===== src/rtl/core/tppc_pkg.sv =====
// ----------------------------------------------------------------------------
// Timer prescaler/period calculator package
// Widths, register indexes and shared types for the calculator core.
// ----------------------------------------------------------------------------
package tppc_pkg;

    localparam int CLOCK_W   = 32;
    localparam int FREQ_W    = 32;
    localparam int LIMIT_W   = 16;
    localparam int CFG_IDX_W = 2;
    localparam int CFG_DATA_W = 32;

    // Dividends never exceed the clock width; divisors are a 17 x 32 product.
    localparam int DIVIDEND_W = CLOCK_W;
    localparam int DIVISOR_W  = (LIMIT_W + 1) + FREQ_W;
    localparam int STEP_CNT_W = $clog2(DIVIDEND_W);

    localparam logic [CLOCK_W-1:0] CLOCK_HZ_RESET        = 32'd80000000;
    localparam logic [LIMIT_W-1:0] CLOCK_DIVIDER_RESET   = 16'd0;
    localparam logic [LIMIT_W-1:0] PRESCALER_LIMIT_RESET = 16'hFFFF;
    localparam logic [LIMIT_W-1:0] PERIOD_LIMIT_RESET    = 16'hFFFF;

    typedef enum logic [CFG_IDX_W-1:0] {
        CFG_CLOCK_HZ        = 2'd0,
        CFG_CLOCK_DIVIDER   = 2'd1,
        CFG_PRESCALER_LIMIT = 2'd2,
        CFG_PERIOD_LIMIT    = 2'd3
    } cfg_index_t;

    typedef struct packed {
        logic                  start;
        logic [DIVIDEND_W-1:0] dividend;
        logic [DIVISOR_W-1:0]  divisor;
    } div_req_t;

endpackage


===== src/rtl/core/tppc_divider.sv =====
// ----------------------------------------------------------------------------
// Shared restoring divider
// Computes an unsigned quotient one bit per cycle; done pulses for one cycle.
// ----------------------------------------------------------------------------
module tppc_divider
    import tppc_pkg::*;
(
    input  logic                  aclk,
    input  logic                  aresetn,
    input  div_req_t              req,
    output logic                  done,
    output logic [DIVIDEND_W-1:0] quotient
);

    typedef enum logic {
        DIV_IDLE,
        DIV_RUN
    } div_state_t;

    div_state_t            state_reg, state_next;
    logic [STEP_CNT_W-1:0] cnt_reg, cnt_next;
    logic                  done_reg, done_next;
    logic [DIVIDEND_W-1:0] quo_reg, quo_next;
    logic [DIVISOR_W-1:0]  rem_reg, rem_next;
    logic [DIVISOR_W-1:0]  dsr_reg, dsr_next;

    logic [DIVISOR_W:0]    trial;
    logic [DIVISOR_W:0]    diff;
    logic                  fits;

    always_comb begin
        trial = {rem_reg, quo_reg[DIVIDEND_W-1]};
        diff  = trial - {1'b0, dsr_reg};
        fits  = (trial >= {1'b0, dsr_reg});

        state_next = state_reg;
        cnt_next   = cnt_reg;
        done_next  = 1'b0;
        quo_next   = quo_reg;
        rem_next   = rem_reg;
        dsr_next   = dsr_reg;

        case (state_reg)
            DIV_IDLE: begin
                if (req.start) begin
                    quo_next   = req.dividend;
                    rem_next   = '0;
                    dsr_next   = req.divisor;
                    cnt_next   = '0;
                    state_next = DIV_RUN;
                end
            end
            DIV_RUN: begin
                rem_next = fits ? diff[DIVISOR_W-1:0] : trial[DIVISOR_W-1:0];
                quo_next = {quo_reg[DIVIDEND_W-2:0], fits};
                cnt_next = cnt_reg + 1'b1;
                if (cnt_reg == STEP_CNT_W'(DIVIDEND_W - 1)) begin
                    done_next  = 1'b1;
                    state_next = DIV_IDLE;
                end
            end
            default: begin
                state_next = DIV_IDLE;
            end
        endcase
    end

    always_ff @(posedge aclk) begin
        if (!aresetn) begin
            state_reg <= DIV_IDLE;
            done_reg  <= 1'b0;
            cnt_reg   <= '0;
        end else begin
            state_reg <= state_next;
            done_reg  <= done_next;
            cnt_reg   <= cnt_next;
        end
        quo_reg <= quo_next;
        rem_reg <= rem_next;
        dsr_reg <= dsr_next;
    end

    assign done     = done_reg;
    assign quotient = quo_reg;

endmodule


===== src/rtl/core/timer_prescaler_period_calc.sv =====
// ----------------------------------------------------------------------------
// Timer prescaler and period calculator
// Each result takes three 32-step passes through the shared divider; two
// when the period cannot be reached and none for a zero frequency. A new
// request is accepted only when idle, after the last result has moved to
// the output register. Synchronous active-low reset restores defaults.
// ----------------------------------------------------------------------------
module timer_prescaler_period_calc
    import tppc_pkg::*;
(
    input  logic                  aclk,
    input  logic                  aresetn,
    input  logic                  cfg_we,
    input  logic [CFG_IDX_W-1:0]  cfg_index,
    input  logic [CFG_DATA_W-1:0] cfg_wdata,
    input  logic                  s_valid,
    output logic                  s_ready,
    input  logic [FREQ_W-1:0]     s_target_frequency,
    output logic                  m_valid,
    input  logic                  m_ready,
    output logic                  m_ok,
    output logic [LIMIT_W-1:0]    m_prescaler_value,
    output logic [LIMIT_W-1:0]    m_period_value
);

    typedef enum logic [3:0] {
        ST_IDLE,
        ST_BASE,
        ST_MUL1,
        ST_GO1,
        ST_DIV1,
        ST_MUL2,
        ST_GO2,
        ST_DIV2,
        ST_OUT
    } state_t;

    state_t                state_reg, state_next;
    logic [CLOCK_W-1:0]    clock_hz_reg, clock_hz_next;
    logic [LIMIT_W-1:0]    clock_div_reg, clock_div_next;
    logic [LIMIT_W-1:0]    presc_lim_reg, presc_lim_next;
    logic [LIMIT_W-1:0]    period_lim_reg, period_lim_next;
    logic [FREQ_W-1:0]     freq_reg, freq_next;
    logic [CLOCK_W-1:0]    base_reg, base_next;
    logic [DIVISOR_W-1:0]  prod_reg, prod_next;
    logic                  ok_reg, ok_next;
    logic [LIMIT_W-1:0]    presc_reg, presc_next;
    logic [LIMIT_W-1:0]    per_reg, per_next;
    logic                  m_valid_reg, m_valid_next;
    logic                  m_ok_reg, m_ok_next;
    logic [LIMIT_W-1:0]    m_presc_reg, m_presc_next;
    logic [LIMIT_W-1:0]    m_per_reg, m_per_next;

    logic [LIMIT_W:0]      mul_a;
    div_req_t              div_req;
    logic                  div_done;
    logic [DIVIDEND_W-1:0] div_quo;

    tppc_divider u_divider (
        .aclk     (aclk),
        .aresetn  (aresetn),
        .req      (div_req),
        .done     (div_done),
        .quotient (div_quo)
    );

    always_comb begin
        div_req.start    = 1'b0;
        div_req.dividend = base_reg;
        div_req.divisor  = prod_reg;
        case (state_reg)
            ST_IDLE: begin
                div_req.start    = s_valid && (s_target_frequency != '0);
                div_req.dividend = clock_hz_reg;
                div_req.divisor  = DIVISOR_W'({1'b0, clock_div_reg} + 1'b1);
            end
            ST_GO1, ST_GO2: begin
                div_req.start = 1'b1;
            end
            default: begin
                div_req.start = 1'b0;
            end
        endcase
    end

    always_comb begin
        if (state_reg == ST_MUL1) begin
            mul_a = {1'b0, period_lim_reg} + 1'b1;
        end else begin
            mul_a = {1'b0, presc_reg} + 1'b1;
        end
    end

    always_comb begin
        state_next      = state_reg;
        clock_hz_next   = clock_hz_reg;
        clock_div_next  = clock_div_reg;
        presc_lim_next  = presc_lim_reg;
        period_lim_next = period_lim_reg;
        freq_next       = freq_reg;
        base_next       = base_reg;
        prod_next       = prod_reg;
        ok_next         = ok_reg;
        presc_next      = presc_reg;
        per_next        = per_reg;
        m_valid_next    = m_valid_reg && !m_ready;
        m_ok_next       = m_ok_reg;
        m_presc_next    = m_presc_reg;
        m_per_next      = m_per_reg;

        if (cfg_we) begin
            case (cfg_index)
                CFG_CLOCK_HZ:        clock_hz_next   = cfg_wdata[CLOCK_W-1:0];
                CFG_CLOCK_DIVIDER:   clock_div_next  = cfg_wdata[LIMIT_W-1:0];
                CFG_PRESCALER_LIMIT: presc_lim_next  = cfg_wdata[LIMIT_W-1:0];
                CFG_PERIOD_LIMIT:    period_lim_next = cfg_wdata[LIMIT_W-1:0];
                default: begin
                end
            endcase
        end

        case (state_reg)
            ST_IDLE: begin
                if (s_valid) begin
                    freq_next = s_target_frequency;
                    if (s_target_frequency == '0) begin
                        ok_next    = 1'b0;
                        presc_next = '0;
                        per_next   = '0;
                        state_next = ST_OUT;
                    end else begin
                        ok_next    = 1'b1;
                        state_next = ST_BASE;
                    end
                end
            end
            ST_BASE: begin
                if (div_done) begin
                    base_next  = div_quo;
                    state_next = ST_MUL1;
                end
            end
            ST_MUL1, ST_MUL2: begin
                prod_next  = DIVISOR_W'(freq_reg) * DIVISOR_W'(mul_a);
                state_next = (state_reg == ST_MUL1) ? ST_GO1 : ST_GO2;
            end
            ST_GO1: begin
                state_next = ST_DIV1;
            end
            ST_DIV1: begin
                if (div_done) begin
                    if (div_quo <= DIVIDEND_W'(presc_lim_reg)) begin
                        presc_next = div_quo[LIMIT_W-1:0];
                        state_next = ST_MUL2;
                    end else begin
                        presc_next = presc_lim_reg;
                        per_next   = period_lim_reg;
                        state_next = ST_OUT;
                    end
                end
            end
            ST_GO2: begin
                state_next = ST_DIV2;
            end
            ST_DIV2: begin
                if (div_done) begin
                    per_next   = div_quo[LIMIT_W-1:0];
                    state_next = ST_OUT;
                end
            end
            ST_OUT: begin
                if (!m_valid_reg || m_ready) begin
                    m_valid_next = 1'b1;
                    m_ok_next    = ok_reg;
                    m_presc_next = presc_reg;
                    m_per_next   = per_reg;
                    state_next   = ST_IDLE;
                end
            end
            default: begin
                state_next = ST_IDLE;
            end
        endcase
    end

    always_ff @(posedge aclk) begin
        if (!aresetn) begin
            state_reg      <= ST_IDLE;
            m_valid_reg    <= 1'b0;
            clock_hz_reg   <= CLOCK_HZ_RESET;
            clock_div_reg  <= CLOCK_DIVIDER_RESET;
            presc_lim_reg  <= PRESCALER_LIMIT_RESET;
            period_lim_reg <= PERIOD_LIMIT_RESET;
        end else begin
            state_reg      <= state_next;
            m_valid_reg    <= m_valid_next;
            clock_hz_reg   <= clock_hz_next;
            clock_div_reg  <= clock_div_next;
            presc_lim_reg  <= presc_lim_next;
            period_lim_reg <= period_lim_next;
        end
        freq_reg    <= freq_next;
        base_reg    <= base_next;
        prod_reg    <= prod_next;
        ok_reg      <= ok_next;
        presc_reg   <= presc_next;
        per_reg     <= per_next;
        m_ok_reg    <= m_ok_next;
        m_presc_reg <= m_presc_next;
        m_per_reg   <= m_per_next;
    end

    assign s_ready           = (state_reg == ST_IDLE);
    assign m_valid           = m_valid_reg;
    assign m_ok              = m_ok_reg;
    assign m_prescaler_value = m_presc_reg;
    assign m_period_value    = m_per_reg;

endmodule


===== config.mk =====
export PLATFORM = sky130hd
export DESIGN_NAME = timer_prescaler_period_calc
export DESIGN_NICKNAME = d
export VERILOG_FILES = /design/src/rtl/core/tppc_pkg.sv /design/src/rtl/core/tppc_divider.sv /design/src/rtl/core/timer_prescaler_period_calc.sv
export SDC_FILE = /design/constraint.sdc
export NUM_CORES = 2
export LEC_CHECK = 0
export BUFFER_PORTS_ARGS = -buffer_cell sky130_fd_sc_hd__buf_2
export CAP_MARGIN = 10
export CORE_MARGIN = 2
export CORE_UTILIZATION = 30
export DETAILED_ROUTE_END_ITERATION = 8
export GPL_TIMING_DRIVEN = 0
export PLACE_DENSITY = 0.43
export SETUP_SLACK_MARGIN = 0.5
export SLEW_MARGIN = 20
export SYNTH_ARGS = -nofsm -noshare
export SYNTH_HDL_FRONTEND = slang
export SYNTH_HIERARCHICAL = 1
export SYNTH_SLANG_ARGS = --single-unit

===== constraint.sdc =====
create_clock -name aclk -period 11.2 [get_ports aclk]
set_input_delay 0.56 -clock aclk [delete_from_list [all_inputs] [get_ports aclk]]
set_output_delay 0.56 -clock aclk [all_outputs]
set_load 0.005 [all_outputs]

==> impl_metrics.csv <==
group,metric,value,unit
hold_path,hold_path.class,"in -> reg",
route,viasPerCell,4.689,
finish,seqCellArea,11120,sq um
place,detailed_place_hpwl,90470,microns
route,dr_total_vias,26650,
logic_synthesis,synth_flop_cell,"edfxtp_1",
worst_setup_path,timing.rr.end,"prod_reg[45]$_DFFE_PN_",
route,drt_iter0_drc,1585,
pwr,combPwrFrac,0.301,
global_route,grt_pass1_vias,28000,
clocking,htreeDepth,2,
finish,nFillCells,12670,
clocking,cts_hold_buf,0,
timing,fmax,100.6,MHz
hold_path,min_from,"s_target_frequency[20]",
clocking,clk_latency,0.68,ns
global_route,grt-ovfl-total,0,
pwr,intPower,3424,uW
floorplanning,core,121600,sq um
pwr,ir_drop,0.1220,mV
worst_setup_path,timing.rr.start,"state_reg[0]$_SDFFE_PN0P_",
worst_setup_path,endpoint_kind,"flip-flop",
logic_synthesis,syn_nets,4564,
floorplanning,io_pins,106,
logic_synthesis,avgSynthCellArea,9.532,sq um
global_route,antenna_found_initial,0,
logic_synthesis,yosys.area_share.adder,0.3108,
pwr,switching_share,0.3490,
worst_setup_path,critPathSlowestCell,"a2111oi_2",
logic_synthesis,synth_simple_gate_area_frac,0.1612,
timing,setup_viol,0,
flow_run,maxCapViolCount,0,
route,first_pass_iters,7,
route,drc_errors,0,
clocking,clk_path_buf_depth,3,
global_route,grt_pass1_wl,175900,microns
logic_synthesis,ys_types,90,
route,avgRoutedWirePerCell,20.11,microns
floorplanning,dieArea,125200,sq um
hold_path,whs_path_depth,1,
worst_setup_path,cp_slowest_stage_delay,0.64,ns
finish,finalNetCount,4732,
clocking,cts_tree,"yes",
pwr,leakage,0.01848,uW
hold_path,hold_path_end,"freq_reg[20]$_DFFE_PP_",
floorplanning,rows,128,
timing,tightest_slew,0.9810,ns
finish,drive_gt1_frac,0.07662,
logic_synthesis,synthCells,3851,
finish,multi_input_area,22400,sq um
global_route,grt_max_degree,50,
clocking,cts_buffers,50,
logic_synthesis,ys_seq_area_frac,0.3029,
worst_setup_path,crit_fanout,10,
logic_synthesis,synth_top_family_by_area,"adder cells",
timing,rsz0062_at_grt,"no",
logic_synthesis,synth_edf_count,309,
finish,finalCoreUtilization,0.3396,
logic_synthesis,yosysWarnings,6,
timing,relSlewSlack,0.3460,
pwr,p_clk_frac,0.326,
worst_setup_path,rr_worst_depth,33,
worst_setup_path,critPathLaunchType,"flip-flop",
place,routabilityCongestion,0.8537,
timing,slew_violations,0,
worst_setup_path,crit_type,"reg -> reg",
finish,num_antenna_cells,0,
pwr,pwr-share-seq,0.373,
route,wirelength,114300,microns
logic_synthesis,synth.mux.area_fraction,0.02795,
finish,area_growth_syn_to_layout,12.47,%
floorplanning,initial_utilization,0.3020,
floorplanning,die_h,353.8,microns
global_route,grt_usage,0.1842,
timing,hold_viol,0,
logic_synthesis,synth_xor_area_frac,0.02911,
timing,finalCriticalPeriod,9.944,ns
route,postRouteAntennaNets,0,
place,io_buffer_count,105,
worst_setup_path,worstPathArrival,10.30,ns
status,status,"finished clean",
clocking,cts.sinks,401,
timing,fin_skew,0.04903,ns
clocking,clk_pin_slew,0.08,ns
logic_synthesis,synthesis.area,36710,sq um
pwr,power,5260,uW
worst_setup_path,required,11.56,ns
logic_synthesis,postSynth.asyncResetShare,0,
clocking,cts_root_buf,"clkbuf_16",
logic_synthesis,synth_compound_area_frac,0.07778,
logic_synthesis,ys_ff_latch,401,
timing,timing.final.ws_setup,1.256,ns
timing,timing.final.crit_share,0.8879,
pwr,power_density,127.4,nW/um^2
pwr,switchingPower,1835,uW
worst_setup_path,reg2reg_slack,1.26,ns
floorplanning,chipWidth,353.8,microns
place,pre_cts_slack,-0.6486,ns
==> kinds of logic (layout without fill, tap and decap cells) <==
kind of cell	after synthesis	count (layout)
AO/OA/AOI/OAI	437	437
XOR/XNOR	122	122
adder cells (fa/ha/maj)	642	642
buffers and inverters	862	1070
flip-flops	401	401
multiplexers	97	97
AND/OR/NAND/NOR	1290	1290
==> per-stage QoR <==
step | instance area [sq um] | cells | hold slack, ns | TNS, ns
3_5_place_dp | 39490 | 5589 | 0.4045 | -3.701
3_3_place_gp | 39270 | 5581 | 0.4047 | -4.288
5_1_grt | 41290 | 5684 | 0.06110 | 0
6_report | 41290 | 5684 | 0.09051 | 0
4_1_cts | 41250 | 5681 | 0.03057 | 0
2_1_floorplan | 36710 | 3851 | 0.4003 | 0
==> layer usage <==
layer,track usage,part of all wire,vias up
met1,0.2615,0.48,13380
li1,-,-,12580
met3,0.02340,0.041,142
met4,0.05336,0.029,0
met2,0.2935,0.45,544
met5,0,0,-
==> critical path, delay by kind of cell, from the launching register on <==
family          cells  cell delay, ns
compound gates      5            1.66
xor+xnor            1            0.61
fa+ha+maj           8            3.86
buf+inv            11            1.77
flops               1            0.29
mux                 1            0.40
simple gates        7            1.05
==> how the worst max path moves through the flow <==
stage | startpoint | endpoint | slack, ns
after floorplan | state_reg[0]$_SDFFE_PN0P_ | prod_reg[45]$_DFFE_PN_ | 2.69
after global placement | state_reg[0]$_SDFFE_PN0P_ | prod_reg[45]$_DFFE_PN_ | -0.74
after detailed placement | state_reg[0]$_SDFFE_PN0P_ | prod_reg[45]$_DFFE_PN_ | -0.65
after CTS | state_reg[0]$_SDFFE_PN0P_ | prod_reg[45]$_DFFE_PN_ | 0.52
after global routing | state_reg[0]$_SDFFE_PN0P_ | prod_reg[45]$_DFFE_PN_ | 0.73
final | state_reg[0]$_SDFFE_PN0P_ | prod_reg[45]$_DFFE_PN_ | 1.26
==> cell usage after synthesis, drive strengths merged (37+ instances only) <==
cell    count  area share
nand2     731       0.075
inv       656       0.067
fa        450        0.25
edfxtp    309        0.25
ha        192       0.065
and2      172       0.029
clkbuf    155       0.016
a21oi     151       0.021
nor2      120       0.012
dfxtp      92       0.050
o21ai      87       0.012
mux2i      66       0.018
nand3      64      0.0090
xnor2      63       0.015
xor2       59       0.014
nor2b      57      0.0097
buf        49      0.0070
a21o       45      0.0092
nand4      37      0.0063
==> area by class of cell <==
cell class | instances | area share
buffer | 204 | 0.02052
clock buffer | 59 | 0.03112
tap | 1625 | 0.04925
sequential | 401 | 0.2694
multi-input combinational | 2588 | 0.5424
clock inverter | 33 | 0.01046
inverter | 658 | 0.05994
timing repair buffer | 116 | 0.01691
==> layout by cell type (no fill, tap or decap), drive strengths merged, types with 31 or more instances in the layout <==
| cell type | n |
|---|---|
| nand4 | 37 |
| inv | 659 |
| mux2 | 31 |
| edfxtp | 309 |
| nand2 | 731 |
| mux2i | 66 |
| nor2 | 120 |
| clkbuf | 214 |
| ha | 192 |
| xor2 | 59 |
| buf | 165 |
| a21o | 45 |
| a21oi | 151 |
| nor2b | 57 |
| and2 | 172 |
| o21ai | 87 |
| nand3 | 64 |
| dfxtp | 92 |
| xnor2 | 63 |
| fa | 450 |
==> timing repair <==
item                       4_1_cts  5_1_grt
resized for setup               14        1
buffers inserted                 0        3
pin swaps                        0        1
cloned                           0        0
setup endpoints to repair       23       12
==> power by group through the flow <==
| stage | Combinational (uW) | Sequential (uW) | Clock [uW] |
|---|---|---|---|
| floorplan | 1150 | 1930 | 0 |
| global placement | 1570 | 2000 | 0 |
| detailed placement | 1590 | 1990 | 0 |
| CTS | 1600 | 1960 | 1770 |
| global route | 1780 | 1980 | 1830 |
| finish | 1580 | 1960 | 1710 |
Note: power is estimated with default switching activity, not from simulation.
